===== src/design/vtsi_pkg.sv =====
// Shared types and constants for the velocity timestamp sync interpolator.
package vtsi_pkg;
  localparam int TIME_W = 48;
  localparam int VEL_W = 32;
  localparam int GAP_W = 24;
  localparam int LANES = 6;
  localparam logic [GAP_W-1:0] GAP_RESET = 24'd200000;
  localparam logic FUNC_PUSH = 1'b0;
  localparam logic FUNC_SYNC = 1'b1;
  localparam logic [0:0] REG_MAX_GAP = 1'b0;

  typedef logic signed [VEL_W-1:0] vel_t;
  typedef vel_t [LANES-1:0] vel_vec_t;
endpackage


===== src/design/vtsi_lane.sv =====
// One interpolation lane: blends two samples of one velocity component.
module vtsi_lane import vtsi_pkg::*; #(
  parameter int FRAC_BITS = 16
) (
  input  logic               clk,
  input  logic               start,
  input  vel_t               v0,
  input  vel_t               v1,
  input  logic [FRAC_BITS:0] w,
  output vel_t               res
);
  localparam int PW = VEL_W + FRAC_BITS + 2;
  logic signed [PW-1:0] p0, p1;
  logic signed [PW:0] s;
  logic [FRAC_BITS:0] wi;

  assign wi = (FRAC_BITS+1)'(1) << FRAC_BITS;

  always_ff @(posedge clk) begin
    if (start) begin
      p0 <= PW'(v0) * PW'($signed({1'b0, wi - w}));
      p1 <= PW'(v1) * PW'($signed({1'b0, w}));
    end
  end

  assign s = (PW+1)'(p0) + (PW+1)'(p1) + (PW+1)'(1 << (FRAC_BITS - 1));
  assign res = VEL_W'(s >>> FRAC_BITS);
endmodule


===== config.mk =====
export PLATFORM = sky130hd
export DESIGN_NAME = vtsi_lane
export DESIGN_NICKNAME = d
export VERILOG_FILES = /design/src/design/vtsi_pkg.sv /design/src/design/vtsi_lane.sv
export SDC_FILE = /design/constraint.sdc
export NUM_CORES = 2
export LEC_CHECK = 0
export BUFFER_PORTS_ARGS = -buffer_cell sky130_fd_sc_hd__buf_2
export CAP_MARGIN = 25
export CORE_ASPECT_RATIO = 0.8
export CORE_MARGIN = 1
export CORE_UTILIZATION = 60
export DETAILED_ROUTE_END_ITERATION = 16
export PLACE_DENSITY = 0.77
export SYNTH_ARGS = -nofsm -noshare
export SYNTH_HDL_FRONTEND = slang
export SYNTH_SLANG_ARGS = --single-unit

===== constraint.sdc =====
create_clock -name clk -period 18.5 [get_ports clk]
set_input_delay 2.775 -clock clk [delete_from_list [all_inputs] [get_ports clk]]
set_output_delay 2.775 -clock clk [all_outputs]
set_load 0.05 [all_outputs]

# After elaboration in Yosys (flattened, before gate mapping)
# Cells that the tools add are included.
dict set report word_totals {
  ff_bits 96
  out_inout_bits 32
  word_cells 7
}
dict set report op_classes {
  add_sub_neg 3
  n_mul 2
}
# op count
set op_table {}
lappend op_table {{multiplier 32 x 18 -> 48 bit} 2}
lappend op_table {{adder 48 x 17 -> 48 bit (second input constant)} 1}
lappend op_table {{adder 48 bit} 1}
lappend op_table {{subtractor 17 bit (first input constant)} 1}

# Depth between registers and ports, before layout
dict set report depth {
  ltp_word 2
  mapped_depth 33
  depth_no_buf 30
}

# Worst setup path after synthesis
# No wires, ideal clock.
dict set report synth_timing {
  path_type {input to register}
  startpoint {input port w[0]}
  endpoint {register p0[44] (data pin)}
  arrival_time_ns 9.708
  setup_slack_ns 8.532
  path_stages 30
  path_cell_list {clkbuf_1 > clkbuf_1 > inv_1 > ha_1 > nand3_1 > nor3_1 > xnor2_1 > clkbuf_1 > nand2_1 > fa_1 > inv_1 > fa_1 > fa_1 > fa_1 > fa_1 > inv_1 > fa_1 > inv_1 > ha_1 > a21o_1 > a21o_1 > a21o_1 > a21o_1 > a211oi_1 > nand2_1 > a21oi_1 > o21bai_1 > and2_1 > a21bo_2 > o311a_1}
}
dict set report synth_between {
  elab_chain_len 2
}
# item line_no
set synth_rtl {}
lappend synth_rtl {{start: declaration} vtsi_lane.sv:9} ;# input logic [FRAC_BITS:0] w,
lappend synth_rtl {{subtractor 17 bit} vtsi_lane.sv:21} ;# p0 <= PW'(v0) * PW'($signed({1'b0, wi - w}));
lappend synth_rtl {{multiplier 32 x 18 -> 48 bit} vtsi_lane.sv:21}
lappend synth_rtl {{end signal: assignment} vtsi_lane.sv:21}
lappend synth_rtl {{end: declaration} vtsi_lane.sv:13} ;# logic signed [PW-1:0] p0, p1;
# Every way passes these cells.
# A chain may end at the register's enable or synchronous reset.

# Worst setup path after layout
dict set report layout_timing {
  startpoint {input port w[3]}
  endpoint {register p0[44] (data pin)}
}
# Same word-level chain as after synthesis.

==> flow_summary.yaml <==
timing:
  finalCritPeriodShare_pct: 58.4
  post-route-min-period_ns: 10.81
  finalSetupViolCount: 0
  hold_viol_final: 0
  max_clock_freq_mhz: 92.5
  relSlewSlack_pct: 29.1
  worstMarginPinSlew_ns: 1.06
  setup_ws_ns: 7.69
  setup_tns_ns: 0
  maxSlewViolCount: 0
  rsz0062_at_grt: "no"
synth:
  syn_inst: 4532
  async_reset_ff_share_pct: 0
  synth_area_leader_cell: "fa_1"
  synth_flop_cell: "edfxtp_1"
  synth_area_um2: 41900
  synth_cell_types: 60
  ys_ff_latch: 96
  synth.avg_cell_area_um2: 9.24
  yosys.area.top_type_share_pct: 48.7
  synth_warnings: 0
  ys_seq_area_share_pct: 6.88
  ys_top_cells_by_area: "fa_1 (49%), inv_1 (10%), ha_1 (9.5%)"
  synth_enable_flop_cells: 96
  syn_nets: 5951
placement:
  hpwl_um: 78700
  pre_cts_ws_ns: 7.48
  gp_congestion: 0.899
  portBuffers: 114
finish:
  layout.nets: 5910
  seqCellArea_um2: 2880
  multiInputGateArea_um2: 34100
  n_fill_cell: 5637
  syn2layout_area_growth_pct: 3.93
  most-common-layout-cells: "inv_1 (1,135), fa_1 (1,018), nand2_1 (714)"
  final_common_cell: "inv_1"
  drive_gt1_share_pct: 4.16
  final_core_util_pct: 63.1
job:
  max_cap_viol_count: 0
grt:
  gr-total-overflow: 0
  grt_pass1_vias: 32900
  grt_pass1_wl_um: 169000
  antenna_found_initial: 7
  grt_use_total_pct: 30.2
  grt_max_degree: 68
worst_setup_path:
  worst-path-max-fanout: 35
  cp_data_arrival_time_ns: 10.94
  crit_start: "w[3]"
  endpoint_kind: "flop"
  start_kind: "input port"
  cpMostUsedCell: "fa_1"
  crit_type: "in2reg"
  cpPeakStageDelay_ns: 0.62
  required_ns: 18.63
  crit_slowest_cell: "nor4_1"
drt:
  wl_per_cell_um: 18.4
  routed_wl_um: 99800
  drt-met1-wl_um: 40400
  drcViolationCount: 0
  drt_iter0_markers: 2156
  topRoutingLayerUsed: "met5"
  antenna_left: 0
  dr.pass1.iters: 8
  viasPerCell: 5.51
  num_vias: 29900
  wl_met2_um: 47700
  wl_met3_um: 9130
min_path:
  worstHoldStart: "start"
  hold-path-cell-count: 1
  hold_path.class: "in2reg"
cts:
  numCtsBuffers: 9
  cts-root-buf: "clkbuf_16"
  clkTransAtPathRegs_ns: 0.07
  clk_path_buf_depth: 2
  cts_tree: "built"
  cts_resized: 0
  cts_hold_buf: 0
  cts_sinks: 96
  cts_max_level: 3
  postCtsSetupBuffers: 0
floorplan:
  ioPinCount: 115
  coreArea_um2: 69000
  die_area_um2: 70900
  die_y_um: 238
  rows: 86
  die_w_um: 297
  initial_core_util_pct: 60.7
outcome:
  outcome: "complete, no violations"
## critical path: cells and delay by family
family	cells	cell delay (ns)
adders and majority gates	7	3.28
buffers and inverters	6	0.91
AOI/OAI and AO/OA	9	1.92
and+or+nand+nor	6	1.86
xor gates and xnor gates	1	0.15
## area by class of cell
cell class,count,area share (%)
timing repair buffer,143,1.82
tap,924,2.66
inverter,1135,9.79
clock buffer,9,0.517
multi-input combinational,3106,78.4
antenna,1,0.00575
sequential,96,6.62
clock inverter,7,0.218
## kinds of logic (layout without fill, tap and decap cells)
| family | Yosys count | after routing | synth area share, % |
|---|---|---|---|
| fa+ha+maj | 1336 | 1336 | 58.2 |
| buf+inv | 1330 | 1294 | 11.9 |
| simple gates | 1305 | 1305 | 14.9 |
| compound gates | 313 | 313 | 4.94 |
| xor+xnor | 151 | 151 | 3.16 |
| flops | 96 | 96 | 6.88 |
| mux | 1 | 1 | 0.0239 |
| other cells | 0 | 1 | 0 |
## cell usage after synthesis (11+ instances only)
library cell,count
a211oi_1,14
a21o_1,67
a21oi_1,88
and2_1,399
and3_1,12
clkbuf_1,190
edfxtp_1,96
fa_1,1018
ha_1,318
inv_1,1135
nand2_1,714
nand2b_1,15
nand3_1,14
nand4_1,18
nor2_1,42
nor2b_1,51
nor3_1,24
o21a_1,17
o21ai_0,44
o21bai_1,11
xnor2_1,100
xor2_1,51
## stage by stage
| stage | cells | cell area, um2 | hold slack, ns |
|---|---|---|---|
| 2_1_floorplan | 4532 | 41900 | 2.89 |
| 3_3_place_gp | 5404 | 43200 | 3.25 |
| 3_5_place_dp | 5404 | 43200 | 3.26 |
| 4_1_cts | 5420 | 43500 | 2.86 |
| 5_1_grt | 5421 | 43500 | 2.87 |
| 6_report | 5421 | 43500 | 2.86 |
## flip-flops by register name, summed over array words and instances (netlist names)
signal	flops
p0	48
p1	48
## layer usage
layer | vias to the layer above | global-route usage (%)
li1 | 13200 | -
met1 | 15300 | 40.7
met2 | 1173 | 50.6
met3 | 217 | 6.01
met4 | 6 | 7.61
met5 | - | 0
## final timing paths
path	endpoint
worst max-delay path	p0[44]$_DFFE_PP_
worst min-delay path	p1[43]$_DFFE_PP_
Power is left out: the tool's default activity adds up to more than one toggle a clock period on the data nets, which glitch-free logic cannot reach.
