`config.mk`:
```
export PLATFORM = sky130hd
export DESIGN_NAME = vtsi_div
export DESIGN_NICKNAME = d
export VERILOG_FILES = /design/src/design/vtsi_div.sv
export SDC_FILE = /design/constraint.sdc
export NUM_CORES = 1
export LEC_CHECK = 0
export BUFFER_PORTS_ARGS = -buffer_cell sky130_fd_sc_hd__buf_4
export CORE_MARGIN = 10
export CORE_UTILIZATION = 35
export CTS_CLUSTER_SIZE = 40
export DETAILED_ROUTE_END_ITERATION = 10
export GPL_TIMING_DRIVEN = 0
export HOLD_SLACK_MARGIN = 0.03
export PLACE_DENSITY = 0.64
export SYNTH_ARGS = -nofsm -noshare
export SYNTH_HDL_FRONTEND = slang
export SYNTH_SLANG_ARGS = --single-unit
```
`constraint.sdc`:
```
create_clock -name clk -period 8.1 [get_ports clk]
set_input_delay 0.81 -clock clk [delete_from_list [all_inputs] [get_ports clk]]
set_output_delay 0.81 -clock clk [all_outputs]
set_load 0.01 [all_outputs]
```
`src/design/vtsi_div.sv`:
```
// Restoring divider for the interpolation weight, one quotient bit per cycle.
module vtsi_div #(
  parameter int NUM_W = 64,
  parameter int DEN_W = 48
) (
  input  logic             clk,
  input  logic             rst,
  input  logic             start,
  input  logic [NUM_W-1:0] num,
  input  logic [DEN_W-1:0] den,
  output logic             done,
  output logic [NUM_W-1:0] quo
);
  localparam int CW = $clog2(NUM_W + 1);
  logic [NUM_W-1:0] q;
  logic [DEN_W:0] rem;
  logic [DEN_W-1:0] d;
  logic [CW-1:0] cnt;
  logic run;
  logic [DEN_W:0] trial;

  assign trial = {rem[DEN_W-1:0], q[NUM_W-1]};
  assign quo = q;

  always_ff @(posedge clk) begin
    if (rst) begin
      run <= 1'b0;
      done <= 1'b0;
      cnt <= '0;
    end else begin
      done <= 1'b0;
      if (start) begin
        run <= 1'b1;
        q <= num;
        rem <= '0;
        d <= den;
        cnt <= CW'(NUM_W);
      end else if (run) begin
        if (trial >= {1'b0, d}) begin
          rem <= trial - {1'b0, d};
          q <= {q[NUM_W-2:0], 1'b1};
        end else begin
          rem <= trial;
          q <= {q[NUM_W-2:0], 1'b0};
        end
        cnt <= cnt - 1'b1;
        if (cnt == CW'(1)) begin
          run <= 1'b0;
          done <= 1'b1;
        end
      end
    end
  end
endmodule

```
== Word level (Yosys, flattened, before mapping) ==
Index checks and enable logic that the tools add are counted.

* Register bits after elaboration: 169
* Output and inout port bits: 65

* Bitwise gates (word level): 2
* Equal/unequal tests: 1
* $add $sub $neg: 2
* Multiplexer cells: 11
* $lt $le $gt $ge: 1
* Reductions and logical operators: 5

{| class="wikitable"
|+ Operator list
! kind !! number
|-
| $mux W64 || 2
|-
| $mux W48 || 2
|-
| $ge A49 B48 Y1 || 1
|-
| $sub A48 B48 Y48 || 1
|-
| $mux W7 || 2
|-
| $eq A7 B1 Y1 const B || 1
|-
| $sub A7 B1 Y7 const B || 1
|-
| $mux W1 || 5
|-
| $reduce_and A2 Y1 || 2
|-
| $reduce_or A3 Y1 || 1
|-
| $not A1 Y1 || 2
|-
| $reduce_bool A2 Y1 || 1
|-
| $reduce_or A2 Y1 || 1
|}

== Depth between registers and ports, before layout ==
* Depth in word-level cells: 4
* Gate-level depth with buffers: 15

== Worst setup path before layout ==
No wires, ideal clock.

* Path type: in2reg
* Start point: input port start
* End point: register q[0], in the netlist quo[0], enable pin
* Setup time: 0.623 ns
* Slack: 0.902 ns
* Stages: 3
* Data required time: 7.477 ns
* Arrival time: 6.575 ns
* Path buffers: 1
* Cells stage by stage: clkbuf_1 inv_1 a21oi_1

* Cells in the longest elaborated chain, start to end: 2

{| class="wikitable"
|+ RTL lines
! item !! line !! source
|-
| start, declared || 8 || <nowiki>input logic start,</nowiki>
|-
| $reduce_bool A2 Y1 (no source line) || n/a ||
|-
| $reduce_and A2 Y1 (no source line) || n/a ||
|-
| end signal, assigned || 34 || <nowiki>q <= num;</nowiki>
|-
| end signal, assigned || 41 || <nowiki>q <= {q[NUM_W-2:0], 1'b1};</nowiki>
|-
| end signal, assigned || 44 || <nowiki>q <= {q[NUM_W-2:0], 1'b0};</nowiki>
|-
| end, declared || 15 || <nowiki>logic [NUM_W-1:0] q;</nowiki>
|}

Every way passes these cells.
A chain may end at the register's enable or synchronous reset.

== Worst setup path in the final report ==
* Start point: register q[63], in the netlist quo[63]
* End point: register rem[32] (data pin)

* Cells in the longest elaborated chain, start to end: 3
* Elaborated cells between the ends (all ways): 4
* Those cells by class: add/sub (1); order compare (1); mux (2)

{| class="wikitable"
|+ RTL lines
! item !! line !! source
|-
| $sub A48 B48 Y48 / $ge A49 B48 Y1 (equally long branches) || 40, 39 ||
|-
| $mux W48 * || 39 || <nowiki>if (trial >= {1'b0, d}) begin</nowiki>
|-
| $mux W48 * || 38 || <nowiki>end else if (run) begin</nowiki>
|-
| end signal, assigned || 40 || <nowiki>rem <= trial - {1'b0, d};</nowiki>
|-
| end signal, assigned || 43 || <nowiki>rem <= trial;</nowiki>
|-
| end, declared || 16 || <nowiki>logic [DEN_W:0] rem;</nowiki>
|}

Every way passes the cells marked *; elsewhere a longest branch is shown, timed or not. The select of a mux whose other input is x is not followed.

==> summary.md <==
| Metric | Value |
|---|---|
| # fillers | 2541 |
| VDD IR max | between 100 and 150 µV |
| Max incr delay on CP | ~0.43 ns |
| Final Instance Area | about 12000 µm² |
| CP Launch Type | flip-flop |
| Clk pin slew, worst setup/hold paths | 0.08 ns |
| Sw Ratio | 0.2952 |
| Final Hold Viols | 0 |
| Hold buffer count at cts | 0 |
| CP max-delay cell | edfxtp_1 |
| Yosys Warn Count | 0 |
| Row count | 60 |
| Pin count of the biggest net entering global routing | 34 |
| First-pass GRT wire length | between 40 and 50 mm |
| Synthesized-area fraction occupied by adder cells | 0.06759 |
| Area growth from synthesis to layout | 26.80% |
| Delay-heaviest family, CP | compound AO/OA/AOI/OAI gates |
| CP Data Required Time | around 8.3 ns |
| Layout cell share with drive strength beyond 1 | 0.2905 |
| Clock skew | 0.01969 ns |
| Fin nets | approximately 1200 |
| Crit Path Max Fanout | 4 |
| Complex-gate fraction of the synthesized area | 0.1237 |
| Max_slew headroom | 0.4771 |
| Die extent in y | approximately 190 µm |
| Placed Area | roughly 11000 µm² |
| Initial Utilization | 0.3554 |
| Max Buffers Root-to-Sink | 2 |
| Run status | completed |
| Fin crit share | 0.4333 |
| DP Wirelength | 20.00 mm |
| Routed Antenna Nets | 0 |
| Avg Inst Size Synth | between 10 and 15 µm² |
| Pwr Total | 2.665 mW |
| Number of port buffers | roughly 180 |
| Die area | between 30000 and 40000 µm² |
| Residual DRC | 0 |
| PD cells | about 220 nW/µm² |
| Worst Setup End Kind | flip-flop |
| Die Wd | roughly 190 µm |
| Number of setup buffers added after CTS | 0 |
| Grt ovf | 0 |
| Clock power share | 0.337 |
| Core area | approximately 27000 µm² |
| Worst Path Class, Setup | flip-flop to flip-flop |
| Worst EP arrival | 3.71 ns |
| DR pass1 iterations | 5 |
| RSZ-0062 raised after global routing | no |
| Synth Net Count | ~1000 |
| CP Buf/Inv Count | 1 |
| Sequential share of power | 0.407 |
| Total CTS buffers | 17 |
| Initial DRC count | between 400 and 500 |
| DR vias/cell | 5.102 |
| #FFs+latches synth | 169 |
| Largest area contributor in the netlist | edfxtp_1 |
| Top post-synthesis cells by area | edfxtp_1 50%, mux2_2 7.5%, ha_1 6.5% |
| Main combinational cell family by area after synthesis | compound AO/OA/AOI/OAI gates |
| Post-synth EDFFs | between 150 and 200 |
| CTS tree | built |
| Net Sw Power | 0.7866 mW |
| Reg2Reg Setup Slack | about 4.6 ns |
| Post-CTS sizing | 0 |
| Worst skew pair latency | approximately 0.44 ns |
| Pint | between 1.5 and 2 mW |
| CP cell instances | inv_1, ha_1, fa_1, nor2b_1, o31a_1, o311a_1, nor3_4, nor4_2, a2111oi_4, o21ai_2, a31oi_1, nor4_1, a311o_1 |
| Mapped Cells | roughly 850 |
| Xor/xnor cell area share of the yosys netlist | 0.03943 |
| Setup Slack @ Placement | approximately 4.6 ns |
| Final setup violation count | 0 |
| Vias | around 7000 |
| Share of the synthesized area in the top cell type | 0.5030 |
| Hold Crit Class | flip-flop to flip-flop |
| Wire per inst | 18.43 µm |
| Slew Viols, Final | 0 |
| Antenna cells | 0 |
| CTS HTree Levels | 4 |
| Setup WS post-layout | between 4 and 5 ns |
| F_max | ~280 MHz |
| Worst slew pin tran | 0.7825 ns |
| CTS sink count | ~170 |
| Simple-gate portion of the synthesized area | 0.1146 |
| Clock root buffer | clkbuf_16 |
| Routed wire length | 25.94 mm |
| Initial antenna violation count | 0 |
| Vias in the first global route | 7432 |
| MaxCap Viol Count | 0 |
| Logic pwr share | 0.255 |
| Seq/Total Area, Yosys | 0.5219 |
| Multiplexer share of the synthesized area | 0.09130 |
| Mapped Area | between 9000 and 10000 µm² |
| Period minus WS final | 3.510 ns |
| Finished Core Util | 0.4507 |
| Async set-reset flop share out of synthesis | 0 |
| Routability cong. | approximately 0.86 |
| Most used DFF post-synth | edfxtp_1 |
| Synth cell types | approximately 70 |
| Tot GR Track Use | 0.1547 |
| # IOs | 180 |
| P_leak | approximately 5.0 nW |
-- power groups by stage --
| stage | Sequential (mW) | Clock (mW) | Combinational, mW |
|---|---|---|---|
| 3_5_place_dp | 1.10 | 0 | 0.680 |
| 3_3_place_gp | 1.11 | 0 | 0.660 |
| 6_report | 1.09 | 0.899 | 0.680 |
| 4_1_cts | 1.09 | 0.916 | 0.684 |
| 5_1_grt | 1.09 | 0.952 | 0.761 |
| 2_1_floorplan | 1.11 | 0 | 0.463 |
-- placed cells by master (no fill, tap or decap), drive strengths merged, types with 4 or more instances in the layout --
master / synthesis / routed
a211oi: 6 / 6
a21o: 28 / 28
a21oi: 75 / 75
a221oi: 4 / 4
a31oi: 6 / 6
and3: 7 / 7
buf: 19 / 203
bufinv: 0 / 4
clkbuf: 17 / 35
clkinv: 0 / 4
dfxtp: 9 / 9
edfxtp: 160 / 160
ha: 50 / 50
inv: 62 / 68
mux2: 65 / 65
mux2i: 14 / 14
nand2: 42 / 42
nand3: 15 / 15
nand4: 11 / 11
nor2: 97 / 97
nor2b: 9 / 9
nor3: 14 / 14
nor4: 5 / 5
nor4b: 4 / 4
o21a: 8 / 8
o21ai: 31 / 31
o21bai: 9 / 9
or3: 5 / 5
xnor2: 25 / 25
xor2: 18 / 18
-- stage by stage --
stage / setup TNS [ns] / hold WS (ns) / std cells
after floorplan: 0 / 0.4685 / 851
after global placement: -257.28 / 0.4845 / 1370
after detailed placement: 0 / 0.4936 / 1376
after CTS: 0 / 0.5039 / 1408
after global routing: 0 / 0.5098 / 1408
final: 0 / 0.5148 / 1408
-- logic make-up after synthesis --
group	after synthesis
mux	79
xor+xnor	43
buf+inv	98
fa+ha+maj	51
compound gates	184
simple gates	227
flops	169
-- metal layers --
metal,vias to the layer above,global-route usage,part of all wire
met4,0,0.04096,0.011
met5,-,0,0
met1,3424,0.1853,0.42
li1,3524,-,-
met2,216,0.2407,0.46
met3,19,0.07778,0.11
-- cell type report --
cell class              count  area [µm²]  area share
repair buffers            184        1479      0.1221
flip-flops and latches    169        4985      0.4116
plain buffers              36       163.9     0.01353
multi-input cells         584        4189      0.3459
inverters                  62       232.7     0.01921
well taps                 341       426.7     0.03523
clock inverters            14       206.4     0.01705
clock buffers              18       429.2     0.03543
-- cells in the mapped netlist (7+ instances only) --
library cell	number
buf_2	14
o21ai_0	18
mux2i_1	14
nand4_1	11
nand2_1	42
and3_1	7
nand3_1	15
o21bai_1	8
inv_1	62
xor2_1	18
o21ai_1	12
ha_1	50
clkbuf_1	17
nor3_1	12
mux2_2	64
dfxtp_1	9
nor2_1	96
edfxtp_1	160
a21oi_1	74
xnor2_1	25
nor2b_1	9
a21o_1	28
o21a_1	8
-- state kept, by name, summed over array words and instances, names as in the netlist --
register  count
done          1
quo          64
run           1
d            48
rem          48
cnt           7
-- worst paths after layout --
check                           startpoint      end  cells past startpoint
worst max-delay path               quo[63]  rem[32]                     13
worst min-delay path                cnt[1]   cnt[1]                      2
worst max register to register     quo[63]  rem[32]                     13
worst min register to register      cnt[1]   cnt[1]                      2
-- worst min-delay path, stage by stage, from the launching register on --
cell and delay (ns):
dfxtp_1 0.32, nor2_1 0.09, a211oi_1 0.06
Note: power is estimated with default switching activity, not from simulation.
