**src/design/vtsi_ram.sv**
```systemverilog
// Generic single-port-write, single-port-read RAM with registered read.
module vtsi_ram #(
  parameter int WIDTH = 32,
  parameter int DEPTH = 16
) (
  input  logic                     clk,
  input  logic                     we,
  input  logic [$clog2(DEPTH)-1:0] waddr,
  input  logic [WIDTH-1:0]         wdata,
  input  logic [$clog2(DEPTH)-1:0] raddr,
  output logic [WIDTH-1:0]         rdata
);
  logic [WIDTH-1:0] mem [DEPTH];

  always_ff @(posedge clk) begin
    if (we) mem[waddr] <= wdata;
    rdata <= mem[raddr];
  end
endmodule

```
**config.mk**
```make
export PLATFORM = sky130hd
export DESIGN_NAME = vtsi_ram
export DESIGN_NICKNAME = d
export VERILOG_FILES = /design/src/design/vtsi_ram.sv
export SDC_FILE = /design/constraint.sdc
export NUM_CORES = 1
export LEC_CHECK = 0
export CAP_MARGIN = 20
export CORE_MARGIN = 8
export CORE_UTILIZATION = 35
export CTS_CLUSTER_SIZE = 10
export DETAILED_ROUTE_END_ITERATION = 8
export DONT_BUFFER_PORTS = 1
export GPL_TIMING_DRIVEN = 0
export MAX_ROUTING_LAYER = met4
export PLACE_DENSITY = 0.54
export REMOVE_ABC_BUFFERS = 1
export SYNTH_ARGS = -nofsm -noshare
export SYNTH_HDL_FRONTEND = slang
export SYNTH_SLANG_ARGS = --single-unit
```
**constraint.sdc**
```tcl
create_clock -name clk -period 4.4 [get_ports clk]
set_clock_uncertainty 0.05 [all_clocks]
set_input_delay 0.44 -clock clk [delete_from_list [all_inputs] [get_ports clk]]
set_output_delay 0.44 -clock clk [all_outputs]
set_load 0.01 [all_outputs]
```
Word-level counts from Yosys, hierarchy flattened
Memory sizes are Yosys's and may differ from the RTL's. A register that Yosys moved wholly into a read port is not among the register bits. Cells that the tools add are included.

Bits in registers: 0. Bits in latches: 0. Memory bits (writable): 512. Memory bits (read-only): 0. Bits of input ports: 42. Output and inout bits: 32. Word-level logic and storage cells: 3. Memories: 1.

Memory list: mem (words 16, width 32, read ports 1, clocked after memory_dff 1, wr ports 1, RTL line 13) `logic [WIDTH-1:0] mem [DEPTH];`.

Add/sub/neg operators: 0. Multiply operators: 0. Div/mod/pow operators: 0. Order comparisons: 0. Eq/ne operators: 0. Shifts and indexed selects: 0. Muxes and demuxes: 2. Bitwise gates (word level): 0. Reduce and logical (&&, ||, !) cells: 0.

Operators with widths (count): $mux 1 (2).

Depth between registers and ports, before layout
Gate-level depths: netlist of run 1.

Depth in word-level cells: 2. Gate-level depth with buffers: 5. Gate-level depth less buffers: 3.

Worst setup path after synthesis of run 1
OpenSTA, ideal clock, no wires.

Path kind: input to register. Start point: input port waddr[2]. End point: memory mem[0][0] (enable). Library setup time: 0.461 ns. Data arrival time: 3.158 ns. Required time: 3.889 ns. Path slack: 0.730 ns. Stages: 2. Path buffers: 0. Cell sequence: or3b_2 nor3_1.

RTL lines: start: declaration (RTL line 8) `input logic [$clog2(DEPTH)-1:0] waddr,`; end: declaration (RTL line 13).

No word-level cell before the write port.

Worst setup path after layout of run 1
Start point: input port waddr[2]. End point: memory mem[0][13] (enable).

No word-level cell before the write port.

==> out/summary.txt, run 1 <==
Run status = finished clean
PostCTS Resize Cnt = 0
RSZ-0062 raised after global routing = false
Drt pass-1 iters = 5
Met2 Resource Use GR = 20.4%
Routed wire per std cell = 24.6 um
Final Max Tran Viols = 0
Seq/Total Area, Yosys = 80.7%
Worst rel slew slack = 39.1%
Post-synth top area cell = edfxtp_1
Finished Layout Cells = 1729
Vias = 8811
DR iter-0 viols = 700
Netlist cell types = 18
Synth top cells by count = edfxtp_1, mux4_2, a22oi_1
Total Neg Setup Slack = 0 ps
Core ar. = 56300 um2
Io pins = 74
Yosys reg bits = 544
ANT nets after route = 0
Setup-failing EPs final = 0
Placer Congestion = 0.653
CTS sink count = 544
Worst Max-Slew Pin Slew = 909 ps
IO buf count = 0
Worst VDD drop = 0.284 mV
Worst endpoint required time = 4650 ps
Count leader, synth = edfxtp_1
Routed vias/inst = 5.10
Worst skew pair latency = 610 ps
Vias in the first global route = 9461
Avg Inst Size Synth = 23.7 um2
Hpwl dp = 23900 um
Crit path DAT = 2070 ps
HP Class = primary input to flop
Total power = 10.7 mW
Cell total after placement = 1587
Clock-pin slew of the registers on the worst-case setup and hold paths = 60 ps
Nets = 967
Pwr per Cell Area = 459 nW/um2
Worst Setup End Kind = flop
# DRC = 0
Layout area overhead = 17.7%
Crit-path max FO = 8
Final hold violations = 0
Yosys warns = 0
Setup CP Type = primary input to flop
Minimum clock period = 1820 ps
Fin crit share = 41.3%
Maxcap violations = 0
Layout cells sized above 1 = 25.5%
Longest Clk Path Bufs = 3
Startpoint types = primary input
Total congestion overflow = 0
Reg2Reg Depth = 3
# H-tree levels = 2
Die area = 64600 um2
Fraction of registers with async set/reset = 0%
Highest Clock Rate = 550 MHz
Total CTS buffers = 60
Met1 GRT Util = 19.0%
First-pass GRT wire length = 63100 um
Row count = 87
Layout Utilization = 41.5%
Root buffer cell = clkbuf_16
Initial Util = 35.3%
Grt peak-use layer = met2
Dominant synthesized flop cell = edfxtp_1
Global routing usage on met3 = 3.15%
Top cell type's share of synthesized area = 77.4%
All-Layer GR Usage = 13.7%
Worst Hold Path Cells = 1
Post-Synthesis Cells = 838
Largest cells by area after synthesis = edfxtp_1, mux4_2, dfxtp_1, a22oi_1, nand2_1
Largest net degree at the start of global routing = 129
Post-synth EDFFs = 512
Detailed Route WL = 42500 um
Die Ht = 254 um
Mapped cell area = 19900 um2
Leak = 7.26 nW
Die Span X = 254 um
Initial antenna violation count = 1
TritonCTS clock tree = built
## power breakdown
group          switching (mW)  internal (mW)
Sequential             0.0544           5.80
Clock                    1.89           2.57
Combinational           0.209          0.200
Total                    2.15           8.57
## per-stage QoR
step                hold slack, ps  setup slack (ps)  cell area, um2
global placement               490             -2370           20600
global route                  28.5              2520           23400
finish                        56.4              2580           23400
detailed placement             490              1910           21300
CTS                           28.9              2560           23400
floorplan                      489               730           19600
## kinds of logic after synthesis
logic type             after synthesis  share of synthesized area [%]
buffers and inverters               43                           1.12
AOI/OAI and AO/OA                   64                           2.42
DFF                                544                           80.7
muxes                              128                           14.5
and+or+nand+nor                     59                           1.27
## cells in the final DEF (no fill, tap or decap)
cell and n:
nor2b_4 2, nand3_1 1, dlygate4sd3_1 32, edfxtp_1 512, clkinv_1 1, dfxtp_1 32, mux4_2 128, nor3_2 4
buf_12 13, nand2_1 33, buf_8 2, nor2_4 13, inv_6 2, and2_2 1, clkbuf_16 61, or3b_2 1
nand3b_1 2, diode_2 1, clkbuf_1 45, buf_6 15, nand2b_1 2, buf_16 6, a22oi_1 64
## final cells by class
type	instances	area, um2
clock inverters	3	21.3
clock buffers	106	1700
flip-flops and latches	544	16000
repair buffers	68	945
multi-input cells	251	3750
fillers	4884	32900
well taps	756	946
diodes	1	2.50
## per-layer routing
layer  routed length, um  vias up
met2               19600      232
met1               19600     4761
met4                 686        0
met3                2560       60
met5                   0        -
li1                    -     3758
## worst max-delay path: stages
cell	delay, ps
or3b_2	580
nor3_2	600
buf_6	250
buf_6	180
## sequential cells by signal (all words and copies together), names as in the netlist
register  flops
mem         512
rdata        32
## final timing paths
path / start / end / slack, ps
min reg2reg: mem[15][16]$_DFFE_PP_ / rdata[16]$_DFF_P_ / 610
max reg2reg: mem[2][26]$_DFFE_PP_ / rdata[26]$_DFF_P_ / 2950
min: waddr[0] / mem[4][19]$_DFFE_PP_ / 60
max: waddr[2] / mem[0][13]$_DFFE_PP_ / 2580
## timing repair
action | CTS | global route
setup buffers | 0 | 0
hold endpoints to repair | 512 | 0
hold buffers | 32 | 0
(Power assumes the default switching activity.)
==> inputs of run 2 (changes only) <==
==> constraint.sdc (replaced) <==
create_clock -name clk -period 1.85 [get_ports clk]
set_clock_uncertainty 0.05 [all_clocks]
set_input_delay 0.185 -clock clk [delete_from_list [all_inputs] [get_ports clk]]
set_output_delay 0.185 -clock clk [all_outputs]
set_load 0.01 [all_outputs]
==> out/summary.txt, run 2 (same netlist as run 1, synthesis figures left out) <==
Layout fillers = 4842 (-0.86%)
Die Span X = 254 um (unchanged)
PnR worst setup slack = 42.7 ps (-2540 ps)
Failing checks = negative hold slack
Io pins = 74 (unchanged)
TritonCTS clock tree = built
Vias = 9115 (+3.5%)
Reg2Reg Depth = 4 (+1)
Cell total after placement = 1587 (unchanged)
Highest Clock Rate = 553 MHz
Layout area overhead = 20.7%
Worst Max-Slew Pin Slew = 916 ps (+6.94 ps)
Minimum clock period = 1810 ps
Leak = 7.49 nW (+3.2%)
Placer Congestion = 0.653 (unchanged)
Longest Clk Path Bufs = 3 (unchanged)
Finished Layout Cells = 1777 (+2.8%)
Root buffer cell = clkbuf_16
Leading cell type in the layout, fill and taps excluded = edfxtp_1
Fin crit share = 97.7%
Total CTS buffers = 60 (unchanged)
Worst skew pair latency = 610 ps (about the same)
R2R setup slack = 50 ps (-2900 ps)
Worst Setup End Kind = flop
Die Ht = 254 um (unchanged)
Routed vias/inst = 5.13 (+0.66%)
Total power = 25.7 mW (+140%)
Startpoint types = primary input
Largest net degree at the start of global routing = 129 (unchanged)
Setup-failing EPs final = 0 (unchanged)
Clock-pin slew of the registers on the worst-case setup and hold paths = 60 ps (about the same)
Initial Util = 35.3% (unchanged)
Crit-path max FO = 8 (unchanged)
# H-tree levels = 2 (unchanged)
Final hold violations = 1 (+1)
Layout cells sized above 1 = 26.1% (+0.56 points)
Detailed Route WL = 43900 um (+3.2%)
IO buf count = 0 (unchanged)
Min-delay src = raddr[3]
Maxcap violations = 0 (unchanged)
Post-CTS setup repair buffer count = 0 (unchanged)
Run status = complete, but fails checks
Clock share of power = 41.3% (-0.3 points)
Crit path DAT = 2070 ps (about the same)
DR iter-0 viols = 697 (-0.43%)
Psw = 5.19 mW (+140%)
Reg area = 16000 um2 (unchanged)
Worst r2r src = mem[7][0]$_DFFE_PP_
Row count = 87 (unchanged)
# DRC = 0 (unchanged)
Vias in the first global route = 9639 (+1.9%)
Worst rel slew slack = 38.6% (-0.47 points)
All-Layer GR Usage = 13.8% (+0.12 points)
Worst VDD drop = 0.675 mV (+140%)
HP Class = primary input to flop
Layout Utilization = 42.6% (+1.0 points)
Die area = 64600 um2 (unchanged)
ANT nets after route = 0 (unchanged)
Worst Hold Path Cells = 3 (+2)
Post-Place Setup Slack = -387 ps (-2300 ps)
Initial antenna violation count = 1 (unchanged)
Core ar. = 56300 um2 (unchanged)
Final Max Tran Viols = 0 (unchanged)
Nets = 1015 (+5.0%)
Hpwl dp = 23900 um (unchanged)
Total congestion overflow = 0 (unchanged)
WHS = -2.02 ps (-58.4 ps)
Worst endpoint required time = 2110 ps (-2540 ps)
Regs by FF count = mem x512, rdata x32
First-pass GRT wire length = 63800 um (+1.1%)
Commonest non-fill, non-tap cells in the layout = edfxtp_1, mux4_2, dlygate4sd3_1, clkbuf_16, a22oi_1
Post-route cell area = 24000 um2 (+2.5%)
Int Pwr = 20.5 mW (+140%)
Sw Ratio = 20.2% (+0.16 points)
RSZ-0062 raised after global routing = true
Register share of total power = 54.2% (-0.4 points)
Hold EP = rdata[15]$_DFF_P_
Total Neg Setup Slack = 0 ps (unchanged)
Routed wire per std cell = 24.7 um (+0.44%)
Pwr per Cell Area = 1070 nW/um2 (+130%)
Max reg flops = 512 (unchanged)
CTS sink count = 544 (unchanged)
Most flops, register = mem
Footprint of the multi-input gates = 3830 um2 (+2.3%)
Placed Area = 21300 um2 (unchanged)
Comb pwr share = 4.5% (+0.7 points)
Worst r2r dst = rdata[0]$_DFF_P_
Drt pass-1 iters = 5 (unchanged)
Setup CP Type = primary input to flop
==> run 2: cell count changes in the layout (fill, tap and decap cells not counted) <==
cell	delta
buf_16	+1
a22oi_2	+17
dlymetal6s4s_1	+2
dlygate4sd3_1	+45
a22oi_1	-17
==> run 2: final cells by class <==
cell class	instances	area share [%]
multi-input combinational	251	16.0
antenna	1	0.0104
sequential	544	66.8
tap	756	3.95
clock buffer	106	7.07
clock inverter	3	0.0888
timing repair buffer	116	6.04
==> run 2: how the worst max path moves through the flow <==
stage / startpoint / to / slack (ps) / cells after the start
6_report: waddr[1] / mem[12][3]$_DFFE_PP_ / 40 / 4
5_1_grt: mem[14][29]$_DFFE_PP_ / rdata[29]$_DFF_P_ / -10 / 4
4_1_cts: mem[15][10]$_DFFE_PP_ / rdata[10]$_DFF_P_ / 10 / 4
3_5_place_dp: waddr[2] / mem[0][15]$_DFFE_PP_ / -390 / 4
3_3_place_gp: waddr[2] / mem[0][29]$_DFFE_PP_ / -4670 / 2
2_1_floorplan: waddr[2] / mem[0][0]$_DFFE_PP_ / -1560 / 2
==> run 2: repair_timing <==
| action | CTS | global route |
|---|---|---|
| hold buffers | 88 | 5 |
| hold endpoints to repair | 603 | 21 |
| resized for setup | 0 | 19 |
| endpoints found under the setup margin | 0 | 20 |
==> run 2: power by group through the flow <==
stage | logic (mW) | clock network (mW) | registers [mW]
3_5_place_dp | 0.797 | 0 | 14.2
5_1_grt | 1.23 | 11.4 | 13.9
2_1_floorplan | 0.530 | 0 | 14.1
4_1_cts | 1.12 | 10.9 | 13.9
6_report | 1.15 | 10.6 | 13.9
3_3_place_gp | 0.714 | 0 | 14.2
==> run 2: metal layers <==
metal  up-vias  share of wire [%]  GRT usage [%]  routed length [um]
met1      5003                 47           19.2               20700
met5         -                  0              -                   0
li1       3856                  -              -                   -
met4         0                1.5           3.48                 657
met3        60                4.8           3.01                2120
met2       196                 47           20.6               20400
==> run 2: worst max-delay path: stages <==
cell	delay, ps
dlygate4sd3_1	650
nor3_2	790
buf_6	260
buf_6	170
